### src/rtl/core/fir_circ_pkg.sv
package fir_circ_pkg;

  // Default sizing
  localparam int MAX_TAPS_DEF    = 64;
  localparam int SAMPLE_BITS_DEF = 16;

  // Fixed field widths
  localparam int CMD_W   = 2;
  localparam int TAP_W   = 6;
  localparam int INDEX_W = 6;

  // Number of coefficient slots that the index field can name
  localparam int INDEX_SPAN = 1 << INDEX_W;

  // Tap count register after reset
  localparam logic [TAP_W-1:0] TAP_RESET = 6'd63;

  // Item kinds carried in tuser
  localparam logic [CMD_W-1:0] CMD_SAMPLE = 2'd0;
  localparam logic [CMD_W-1:0] CMD_COEF   = 2'd1;
  localparam logic [CMD_W-1:0] CMD_CLEAR  = 2'd2;

  // Controller to datapath
  typedef struct packed {
    logic start;      // sample accepted: write history, arm the walk
    logic load_coef;  // coefficient item accepted
    logic clear;      // clear item accepted
    logic issue;      // read one tap pair
    logic finish;     // round the sum into the output register
  } fc_cmd_t;

  // Datapath to controller
  typedef struct packed {
    logic last_tap;   // tap being read is the final one
    logic out_free;   // output register can take a new result
  } fc_stat_t;

endpackage

### src/rtl/core/fir_filter_circular_core.sv
// A sample item walks the n taps in use (63 after reset); the single multiply-accumulate
// unit reads one history entry and one coefficient per cycle, and the sum is then rounded
// into the output register. Coefficient and clear items are taken while idle; no new
// item is taken until a sample's result has entered the output register.
// Reset (rst, synchronous): empties both stores through per-entry valid bits, clears
// the write pointer, sets tap_count to 63; no clearing pass is needed.
module fir_filter_circular_core
  import fir_circ_pkg::*;
#(
  parameter int MAX_TAPS    = MAX_TAPS_DEF,
  parameter int SAMPLE_BITS = SAMPLE_BITS_DEF,
  localparam int IN_W       = ((2 * SAMPLE_BITS + INDEX_W + 7) / 8) * 8,
  localparam int OUT_W      = ((SAMPLE_BITS + 7) / 8) * 8
) (
  input  logic             clk,
  input  logic             rst,
  // input items
  input  logic             s_tvalid,
  output logic             s_tready,
  // sample_in, coeff_index, coeff_value, zero padding
  input  logic [IN_W-1:0]  s_tdata,
  // cmd
  input  logic [CMD_W-1:0] s_tuser,
  // result items
  output logic             m_tvalid,
  input  logic             m_tready,
  // sample_out, zero padding
  output logic [OUT_W-1:0] m_tdata,
  // tap_count register write
  input  logic             cfg_valid,
  output logic             cfg_ready,
  input  logic [TAP_W-1:0] cfg_data
);

  localparam int SB = SAMPLE_BITS;

  fc_cmd_t              cmd;
  fc_stat_t             stat;
  logic signed [SB-1:0] sample_in;
  logic [INDEX_W-1:0]   coeff_index;
  logic signed [SB-1:0] coeff_value;
  logic [SB-1:0]        sample_out;

  // Unpack the item: sample in the lowest bits, then slot, then coefficient
  assign sample_in   = s_tdata[SB-1:0];
  assign coeff_index = s_tdata[SB+INDEX_W-1:SB];
  assign coeff_value = s_tdata[2*SB+INDEX_W-1:SB+INDEX_W];

  // Pad the result up to whole bytes
  assign m_tdata = OUT_W'(sample_out);

  // Sequencer: takes items only when idle, walks the taps, waits on the output
  fir_circ_ctrl u_ctrl (
    .clk      (clk),
    .rst      (rst),
    .s_tvalid (s_tvalid),
    .s_tuser  (s_tuser),
    .s_tready (s_tready),
    .stat     (stat),
    .cmd      (cmd)
  );

  // Stores, pointer, multiply-accumulate, rounding and the output register
  fir_circ_dp #(
    .MAX_TAPS    (MAX_TAPS),
    .SAMPLE_BITS (SAMPLE_BITS)
  ) u_dp (
    .clk         (clk),
    .rst         (rst),
    .cmd         (cmd),
    .stat        (stat),
    .sample_in   (sample_in),
    .coeff_index (coeff_index),
    .coeff_value (coeff_value),
    .cfg_valid   (cfg_valid),
    .cfg_ready   (cfg_ready),
    .cfg_data    (cfg_data),
    .m_tvalid    (m_tvalid),
    .m_tready    (m_tready),
    .sample_out  (sample_out)
  );

endmodule

### src/rtl/core/fir_circ_ctrl.sv
module fir_circ_ctrl
  import fir_circ_pkg::*;
(
  input  logic             clk,
  input  logic             rst,
  input  logic             s_tvalid,
  input  logic [CMD_W-1:0] s_tuser,
  output logic             s_tready,
  input  fc_stat_t         stat,
  output fc_cmd_t          cmd
);

  typedef enum logic [1:0] {
    ST_IDLE,
    ST_MAC,
    ST_DRAIN,
    ST_ROUND
  } state_t;

  state_t state;
  logic   drain_cnt;
  logic   accept;

  assign s_tready = (state == ST_IDLE);
  assign accept   = s_tvalid && s_tready;

  always_comb begin
    cmd.start     = accept && (s_tuser == CMD_SAMPLE);
    cmd.load_coef = accept && (s_tuser == CMD_COEF);
    cmd.clear     = accept && (s_tuser == CMD_CLEAR);
    cmd.issue     = (state == ST_MAC);
    cmd.finish    = (state == ST_ROUND) && stat.out_free;
  end

  always_ff @(posedge clk) begin
    if (rst) begin
      state     <= ST_IDLE;
      drain_cnt <= 1'b0;
    end else begin
      case (state)
        ST_IDLE: begin
          if (cmd.start) begin
            state <= ST_MAC;
          end
        end
        ST_MAC: begin
          if (stat.last_tap) begin
            state     <= ST_DRAIN;
            drain_cnt <= 1'b0;
          end
        end
        ST_DRAIN: begin
          // wait for the read and product stages to empty
          if (drain_cnt) begin
            state <= ST_ROUND;
          end
          drain_cnt <= 1'b1;
        end
        ST_ROUND: begin
          if (stat.out_free) begin
            state <= ST_IDLE;
          end
        end
        default: begin
          state <= ST_IDLE;
        end
      endcase
    end
  end

endmodule

### src/rtl/core/fir_circ_dp.sv
module fir_circ_dp
  import fir_circ_pkg::*;
#(
  parameter int MAX_TAPS    = MAX_TAPS_DEF,
  parameter int SAMPLE_BITS = SAMPLE_BITS_DEF
) (
  input  logic                          clk,
  input  logic                          rst,
  input  fc_cmd_t                       cmd,
  output fc_stat_t                      stat,
  input  logic signed [SAMPLE_BITS-1:0] sample_in,
  input  logic [INDEX_W-1:0]            coeff_index,
  input  logic signed [SAMPLE_BITS-1:0] coeff_value,
  input  logic                          cfg_valid,
  output logic                          cfg_ready,
  input  logic [TAP_W-1:0]              cfg_data,
  output logic                          m_tvalid,
  input  logic                          m_tready,
  output logic [SAMPLE_BITS-1:0]        sample_out
);

  localparam int PW    = (MAX_TAPS > 1) ? $clog2(MAX_TAPS) : 1;
  localparam int NW    = $clog2(MAX_TAPS + 1);
  localparam int SB    = SAMPLE_BITS;
  localparam int FRAC  = SB - 1;
  localparam int PRODW = 2 * SB;
  localparam int ACC_W = PRODW + PW + 1;
  localparam int TAP_RESET_ODD = int'(TAP_RESET) | 1;
  localparam int N_RESET = (TAP_RESET_ODD > MAX_TAPS) ? MAX_TAPS : TAP_RESET_ODD;

  localparam logic signed [ACC_W-1:0] HALF =
    {{(ACC_W - FRAC){1'b0}}, 1'b1, {(FRAC - 1){1'b0}}};
  localparam logic signed [ACC_W-1:0] MAXV =
    {{(ACC_W - SB + 1){1'b0}}, {(SB - 1){1'b1}}};
  localparam logic signed [ACC_W-1:0] MINV = ~MAXV;

  // configuration and walk control
  logic [TAP_W-1:0] tap_count;
  logic [NW-1:0]    n_taps;
  logic [NW-1:0]    n_eff;
  logic [PW-1:0]    wp;
  logic [PW-1:0]    wp_next;
  logic [PW-1:0]    hist_idx;
  logic [PW-1:0]    tap;
  logic [PW-1:0]    n_last;

  // storage
  logic [SB-1:0]    hist_mem [MAX_TAPS];
  logic [SB-1:0]    coef_mem [MAX_TAPS];
  logic             hist_vld [MAX_TAPS];
  logic             coef_vld [MAX_TAPS];
  logic [PW-1:0]    slot_lut [INDEX_SPAN];
  logic [PW-1:0]    slot;

  // multiply-accumulate pipe
  logic [SB-1:0]           hist_q;
  logic [SB-1:0]           coef_q;
  logic                    hv_q;
  logic                    cv_q;
  logic                    rd_v;
  logic signed [SB-1:0]    hist_op;
  logic signed [SB-1:0]    coef_op;
  logic signed [PRODW-1:0] prod;
  logic                    prod_v;
  logic signed [ACC_W-1:0] acc;
  logic signed [ACC_W-1:0] rnd;
  logic signed [ACC_W-1:0] clamped;

  assign cfg_ready = 1'b1;

  // Index to slot, reduced modulo the store depth
  for (genvar g = 0; g < INDEX_SPAN; g++) begin : g_slot
    localparam int SLOT = g % MAX_TAPS;
    assign slot_lut[g] = PW'(SLOT);
  end
  assign slot = slot_lut[coeff_index];

  always_comb begin
    if ((int'(tap_count) | 1) > MAX_TAPS) begin
      n_eff = NW'(MAX_TAPS);
    end else begin
      n_eff = NW'(tap_count | TAP_W'(1));
    end
  end

  assign n_last        = PW'(n_taps - NW'(1));
  assign wp_next       = (NW'(wp) + NW'(1) == n_taps) ? '0 : PW'(wp + PW'(1));
  assign stat.last_tap = (tap == n_last);
  assign stat.out_free = !m_tvalid || m_tready;

  always_ff @(posedge clk) begin
    if (rst) begin
      tap_count <= TAP_RESET;
      n_taps    <= NW'(N_RESET);
      wp        <= '0;
    end else begin
      if (cfg_valid) begin
        tap_count <= cfg_data;
      end
      if (cmd.clear) begin
        n_taps <= n_eff;
        wp     <= '0;
      end else if (cmd.start) begin
        wp <= wp_next;
      end
    end
  end

  // tap walk: coefficients forward, history backward
  always_ff @(posedge clk) begin
    if (cmd.start) begin
      tap      <= '0;
      hist_idx <= wp;
    end else if (cmd.issue) begin
      tap      <= PW'(tap + PW'(1));
      hist_idx <= (hist_idx == '0) ? n_last : PW'(hist_idx - PW'(1));
    end
  end

  always_ff @(posedge clk) begin
    if (cmd.start) begin
      hist_mem[wp] <= sample_in;
    end
    if (cmd.issue) begin
      hist_q <= hist_mem[hist_idx];
    end
  end

  always_ff @(posedge clk) begin
    if (cmd.load_coef) begin
      coef_mem[slot] <= coeff_value;
    end
    if (cmd.issue) begin
      coef_q <= coef_mem[tap];
    end
  end

  always_ff @(posedge clk) begin
    if (rst) begin
      for (int i = 0; i < MAX_TAPS; i++) begin
        hist_vld[i] <= 1'b0;
        coef_vld[i] <= 1'b0;
      end
    end else begin
      if (cmd.clear) begin
        for (int i = 0; i < MAX_TAPS; i++) begin
          hist_vld[i] <= 1'b0;
        end
      end else if (cmd.start) begin
        hist_vld[wp] <= 1'b1;
      end
      if (cmd.load_coef) begin
        coef_vld[slot] <= 1'b1;
      end
    end
  end

  always_ff @(posedge clk) begin
    if (cmd.issue) begin
      hv_q <= hist_vld[hist_idx];
      cv_q <= coef_vld[tap];
    end
  end

  // history entries never written since reset or clear, and coefficient entries never written since reset, read as zero
  assign hist_op = hv_q ? hist_q : '0;
  assign coef_op = cv_q ? coef_q : '0;

  always_ff @(posedge clk) begin
    if (rst) begin
      rd_v   <= 1'b0;
      prod_v <= 1'b0;
    end else begin
      rd_v   <= cmd.issue;
      prod_v <= rd_v;
    end
  end

  always_ff @(posedge clk) begin
    if (rd_v) begin
      prod <= hist_op * coef_op;
    end
    if (cmd.start) begin
      acc <= '0;
    end else if (prod_v) begin
      acc <= acc + ACC_W'(prod);
    end
  end

  // round half up, then saturate
  always_comb begin
    rnd = (acc + HALF) >>> FRAC;
    if (rnd > MAXV) begin
      clamped = MAXV;
    end else if (rnd < MINV) begin
      clamped = MINV;
    end else begin
      clamped = rnd;
    end
  end

  always_ff @(posedge clk) begin
    if (rst) begin
      m_tvalid <= 1'b0;
    end else if (cmd.finish) begin
      m_tvalid <= 1'b1;
    end else if (m_tready) begin
      m_tvalid <= 1'b0;
    end
  end

  always_ff @(posedge clk) begin
    if (cmd.finish) begin
      sample_out <= clamped[SB-1:0];
    end
  end

endmodule

### config.mk
export PLATFORM = sky130hd
export DESIGN_NAME = fir_filter_circular_core
export DESIGN_NICKNAME = d
export VERILOG_FILES = /design/src/rtl/core/fir_circ_pkg.sv /design/src/rtl/core/fir_filter_circular_core.sv /design/src/rtl/core/fir_circ_ctrl.sv /design/src/rtl/core/fir_circ_dp.sv
export SDC_FILE = /design/constraint.sdc
export NUM_CORES = 2
export LEC_CHECK = 0
export BUFFER_PORTS_ARGS = -buffer_cell sky130_fd_sc_hd__buf_2
export CAP_MARGIN = 20
export CORE_MARGIN = 2
export CORE_UTILIZATION = 30
export CTS_CLUSTER_SIZE = 14
export DETAILED_ROUTE_END_ITERATION = 8
export GPL_TIMING_DRIVEN = 0
export PLACE_DENSITY = 0.51
export SYNTH_ARGS = -nofsm -noshare
export SYNTH_HDL_FRONTEND = slang
export SYNTH_HIERARCHICAL = 1
export SYNTH_SLANG_ARGS = --single-unit
### constraint.sdc
create_clock -name clk -period 15.7 [get_ports clk]
set_clock_uncertainty 0.2 [all_clocks]
set_input_delay 0 -clock clk [delete_from_list [all_inputs] [get_ports clk]]
set_output_delay 0 -clock clk [all_outputs]
set_load 0.01 [all_outputs]
==> results.toml <==
[sta]
setup_violations = 0
drv_slew = 0
timing.slew.headroom_pct = 17.4
whs_ns = -0.00476
fin_crit_sh_pct = 53.0
rsz0062_at_grt = "no"
min_period_ns = 8.32
tightestPinTransition_ns = 1.24
fmax_mhz = 120
setup_tns_ns = 0
hold_viol_final = 1

[logic_synthesis]
ys_seq_area_share_pct = 67.4
async_flop_share_pct = 0
syn-cell-area_um2 = 101000
synth-edff-count = 2136
postSynthCellCount = 5760
synth_warnings = 6
ys_types = 87
ys_ff_latch = 2331
syn_nets = 6205
ys.flop_type = "edfxtp_1"
syn_avg_cell_area_um2 = 17.5

[die]
die_w_um = 584
rows = 213
ios = 72
coreArea_um2 = 336000
start_util_pct = 30.1
die-area_um2 = 341000
die-height_um = 584

[job]
maxCapViolations = 0

[setup_path]
path_cells = "clkbuf_1 -> buf_1 -> nand2_1 -> nor2_1 -> fa_1 -> fa_1 -> fa_1 -> fa_1 -> fa_1 -> inv_1 -> fa_1 -> inv_1 -> ha_1 -> a21oi_1 -> o21ai_0 -> a21o_1 -> a21oi_1 -> a311oi_1 -> o311ai_1"
end_kind = "register"
crit_required_ns = 16.07
path_common_cell = "fa_1"
cp.buffers_inverters = 4
crit_arrival_ns = 8.70
crit_path_start_kind = "register"
rr_worst_depth = 19
critPathTopFamily = "adder cells"
cpPeakStageDelay_ns = 0.97
cp_max_fo = 10
cpMaxStageDelayCell = "fa_1"
worstSetupPathType = "reg -> reg"
path_depth = 19

[clocking]
htree_levels = 4
post_cts_resized = 0
clkLatencyLatePin_ns = 0.91
numCtsBuffers = 244
cts.sinks = 2331
clkTransAtPathRegs_ns = 0.06
tritoncts = "done"
clockBufferDepth = 4
post_cts_buffers = 0
hold_buffers = 99
clockRootBuffer = "clkbuf_16"

[layout]
layout_commonest_cell = "edfxtp_1"
layout_common_cells = "edfxtp_1, mux4_2, nor2_1, inv_1, fa_1"
finalNetCount = 6794
drive_gt1_share_pct = 20.7
areaGrowthSynthToFinish_pct = 18.0

[run_status]
outcome = "finished with violations"
violations = "negative hold slack"

[power]
ir_drop_mv = 0.148
power_density_nw_per_um2 = 166
p_leak_nw = 39.7

[global_route]
grt_antenna_before_repair = 24
grt_usage_pct = 16.5
grt_first_pass_wirelength_mm = 407
grt_overflow_total = 0
grt_pass1_vias = 55600
grt_max_degree = 65

[route]
via_per_inst = 5.06
first_iter_violations = 5477
route.detailed.drc = 0
drt-total-wl_mm = 286
vias = 55400
wl_per_cell_um = 26.1
drt-pass1-iter-count = 6
ant_nets = 0

[placement]
dp_hpwl_mm = 204
port_buffers = 61
gp_congestion = 0.884

[hold_path]
hold_path_depth = 4
worstHoldPathType = "in -> reg"
## report_power, final
group / leakage [nW] / total [mW] / internal, mW / switching (mW)
clock: 3.80 / 5.65 / 3.26 / 2.39
combinational: 15.1 / 6.96 / 2.70 / 4.26
sequential: 20.8 / 7.17 / 7.05 / 0.118
## registers in the layout, indices dropped and copies added, names as in the netlist, 2 cells and up
name,cells
u_ctrl/state,2
u_dp/acc,39
u_dp/coef_mem,1024
u_dp/coef_q,16
u_dp/coef_vld,64
u_dp/hist_idx,6
u_dp/hist_mem,1024
u_dp/hist_q,16
u_dp/hist_vld,64
u_dp/n_taps,5
u_dp/prod,32
u_dp/sample_out,16
u_dp/tap,6
u_dp/tap_count,5
u_dp/wp,6
## worst reg2reg max path: stages (launching register included)
cell,delay [ns]
edfxtp_1,0.47
clkbuf_1,0.35
buf_1,0.41
nand2_1,0.35
nor2_1,0.22
fa_1,0.62
fa_1,0.98
fa_1,0.54
fa_1,0.50
fa_1,0.49
inv_1,0.05
fa_1,0.50
inv_1,0.05
ha_1,0.36
a21oi_1,0.15
o21ai_0,0.09
a21o_1,0.19
a21oi_1,0.42
a311oi_1,0.26
o311ai_1,0.83
## through the flow
| step | power [mW] | utilization [%] | setup slack, ns | cells | instance area (µm²) |
|---|---|---|---|---|---|
| 2_1_floorplan | 11.7 | - | 9.10 | 5760 | 101000 |
| 3_3_place_gp | 14.1 | 31.8 | 6.31 | 10200 | 107000 |
| 3_5_place_dp | 14.2 | 32.8 | 7.35 | 10400 | 110000 |
| 4_1_cts | 19.9 | 35.4 | 7.38 | 10900 | 119000 |
| 5_1_grt | 20.8 | 35.5 | 6.84 | 11000 | 119000 |
| 6_report | 19.8 | 35.5 | 7.38 | 11000 | 119000 |
## layout make-up
cell class | instances | area, µm²
Sequential cell | 2331 | 68000
Buffer | 286 | 1210
Clock buffer | 336 | 6690
Tap cell | 4407 | 5510
Clock inverter | 113 | 1090
Inverter | 317 | 1190
Antenna cell | 6 | 15.0
Timing Repair Buffer | 343 | 4530
Fill cell | 31400 | 217000
Multi-Input combinational cell | 2826 | 30900
## cells in the mapped netlist (29+ instances only)
| cell | instances | area (µm²) |
|---|---|---|
| o221ai_1 | 114 | 998 |
| nand2_1 | 212 | 796 |
| edfxtp_1 | 2136 | 64100 |
| mux4_2 | 533 | 12000 |
| a21o_1 | 30 | 225 |
| o22ai_1 | 52 | 325 |
| nor2_1 | 525 | 1970 |
| o21ai_0 | 58 | 290 |
| buf_2 | 63 | 315 |
| ha_1 | 129 | 1610 |
| fa_1 | 263 | 5270 |
| inv_1 | 315 | 1180 |
| nand3_1 | 52 | 260 |
| a21oi_1 | 124 | 621 |
| clkbuf_1 | 180 | 676 |
| and2_1 | 30 | 188 |
| nor3_1 | 50 | 250 |
| o21a_1 | 76 | 571 |
| dfxtp_1 | 195 | 3900 |
| mux2i_1 | 256 | 2560 |
| buf_1 | 29 | 109 |
| xnor2_1 | 69 | 604 |
## final timing paths
check | start | endpoint | slack (ns)
max | u_dp/hv_q | u_dp/prod[30] | 7.38
min | m_tready | u_dp/m_tvalid | -0.005
max reg2reg | u_dp/hv_q | u_dp/prod[30] | 7.38
min reg2reg | u_dp/hist_vld[50] | u_dp/hist_vld[50] | 0.26
## cell families after synthesis
family	share of synthesized area, %
AND/OR/NAND/NOR	4.16
AO/OA/AOI/OAI	3.91
flip-flops	67.4
multiplexers	14.5
buffers and inverters	2.38
adder cells (fa/ha/maj)	6.81
other	0.00371
XOR/XNOR	0.841
## per-layer routing
metal | wire length (µm) | vias to the layer above | GRT usage [%]
li1 | - | 23500 | -
met1 | 123000 | 29600 | 22.9
met2 | 137000 | 1877 | 27.0
met3 | 18300 | 373 | 2.47
met4 | 7550 | 8 | 4.33
met5 | 53 | - | 0
(Power assumes the default switching activity.)
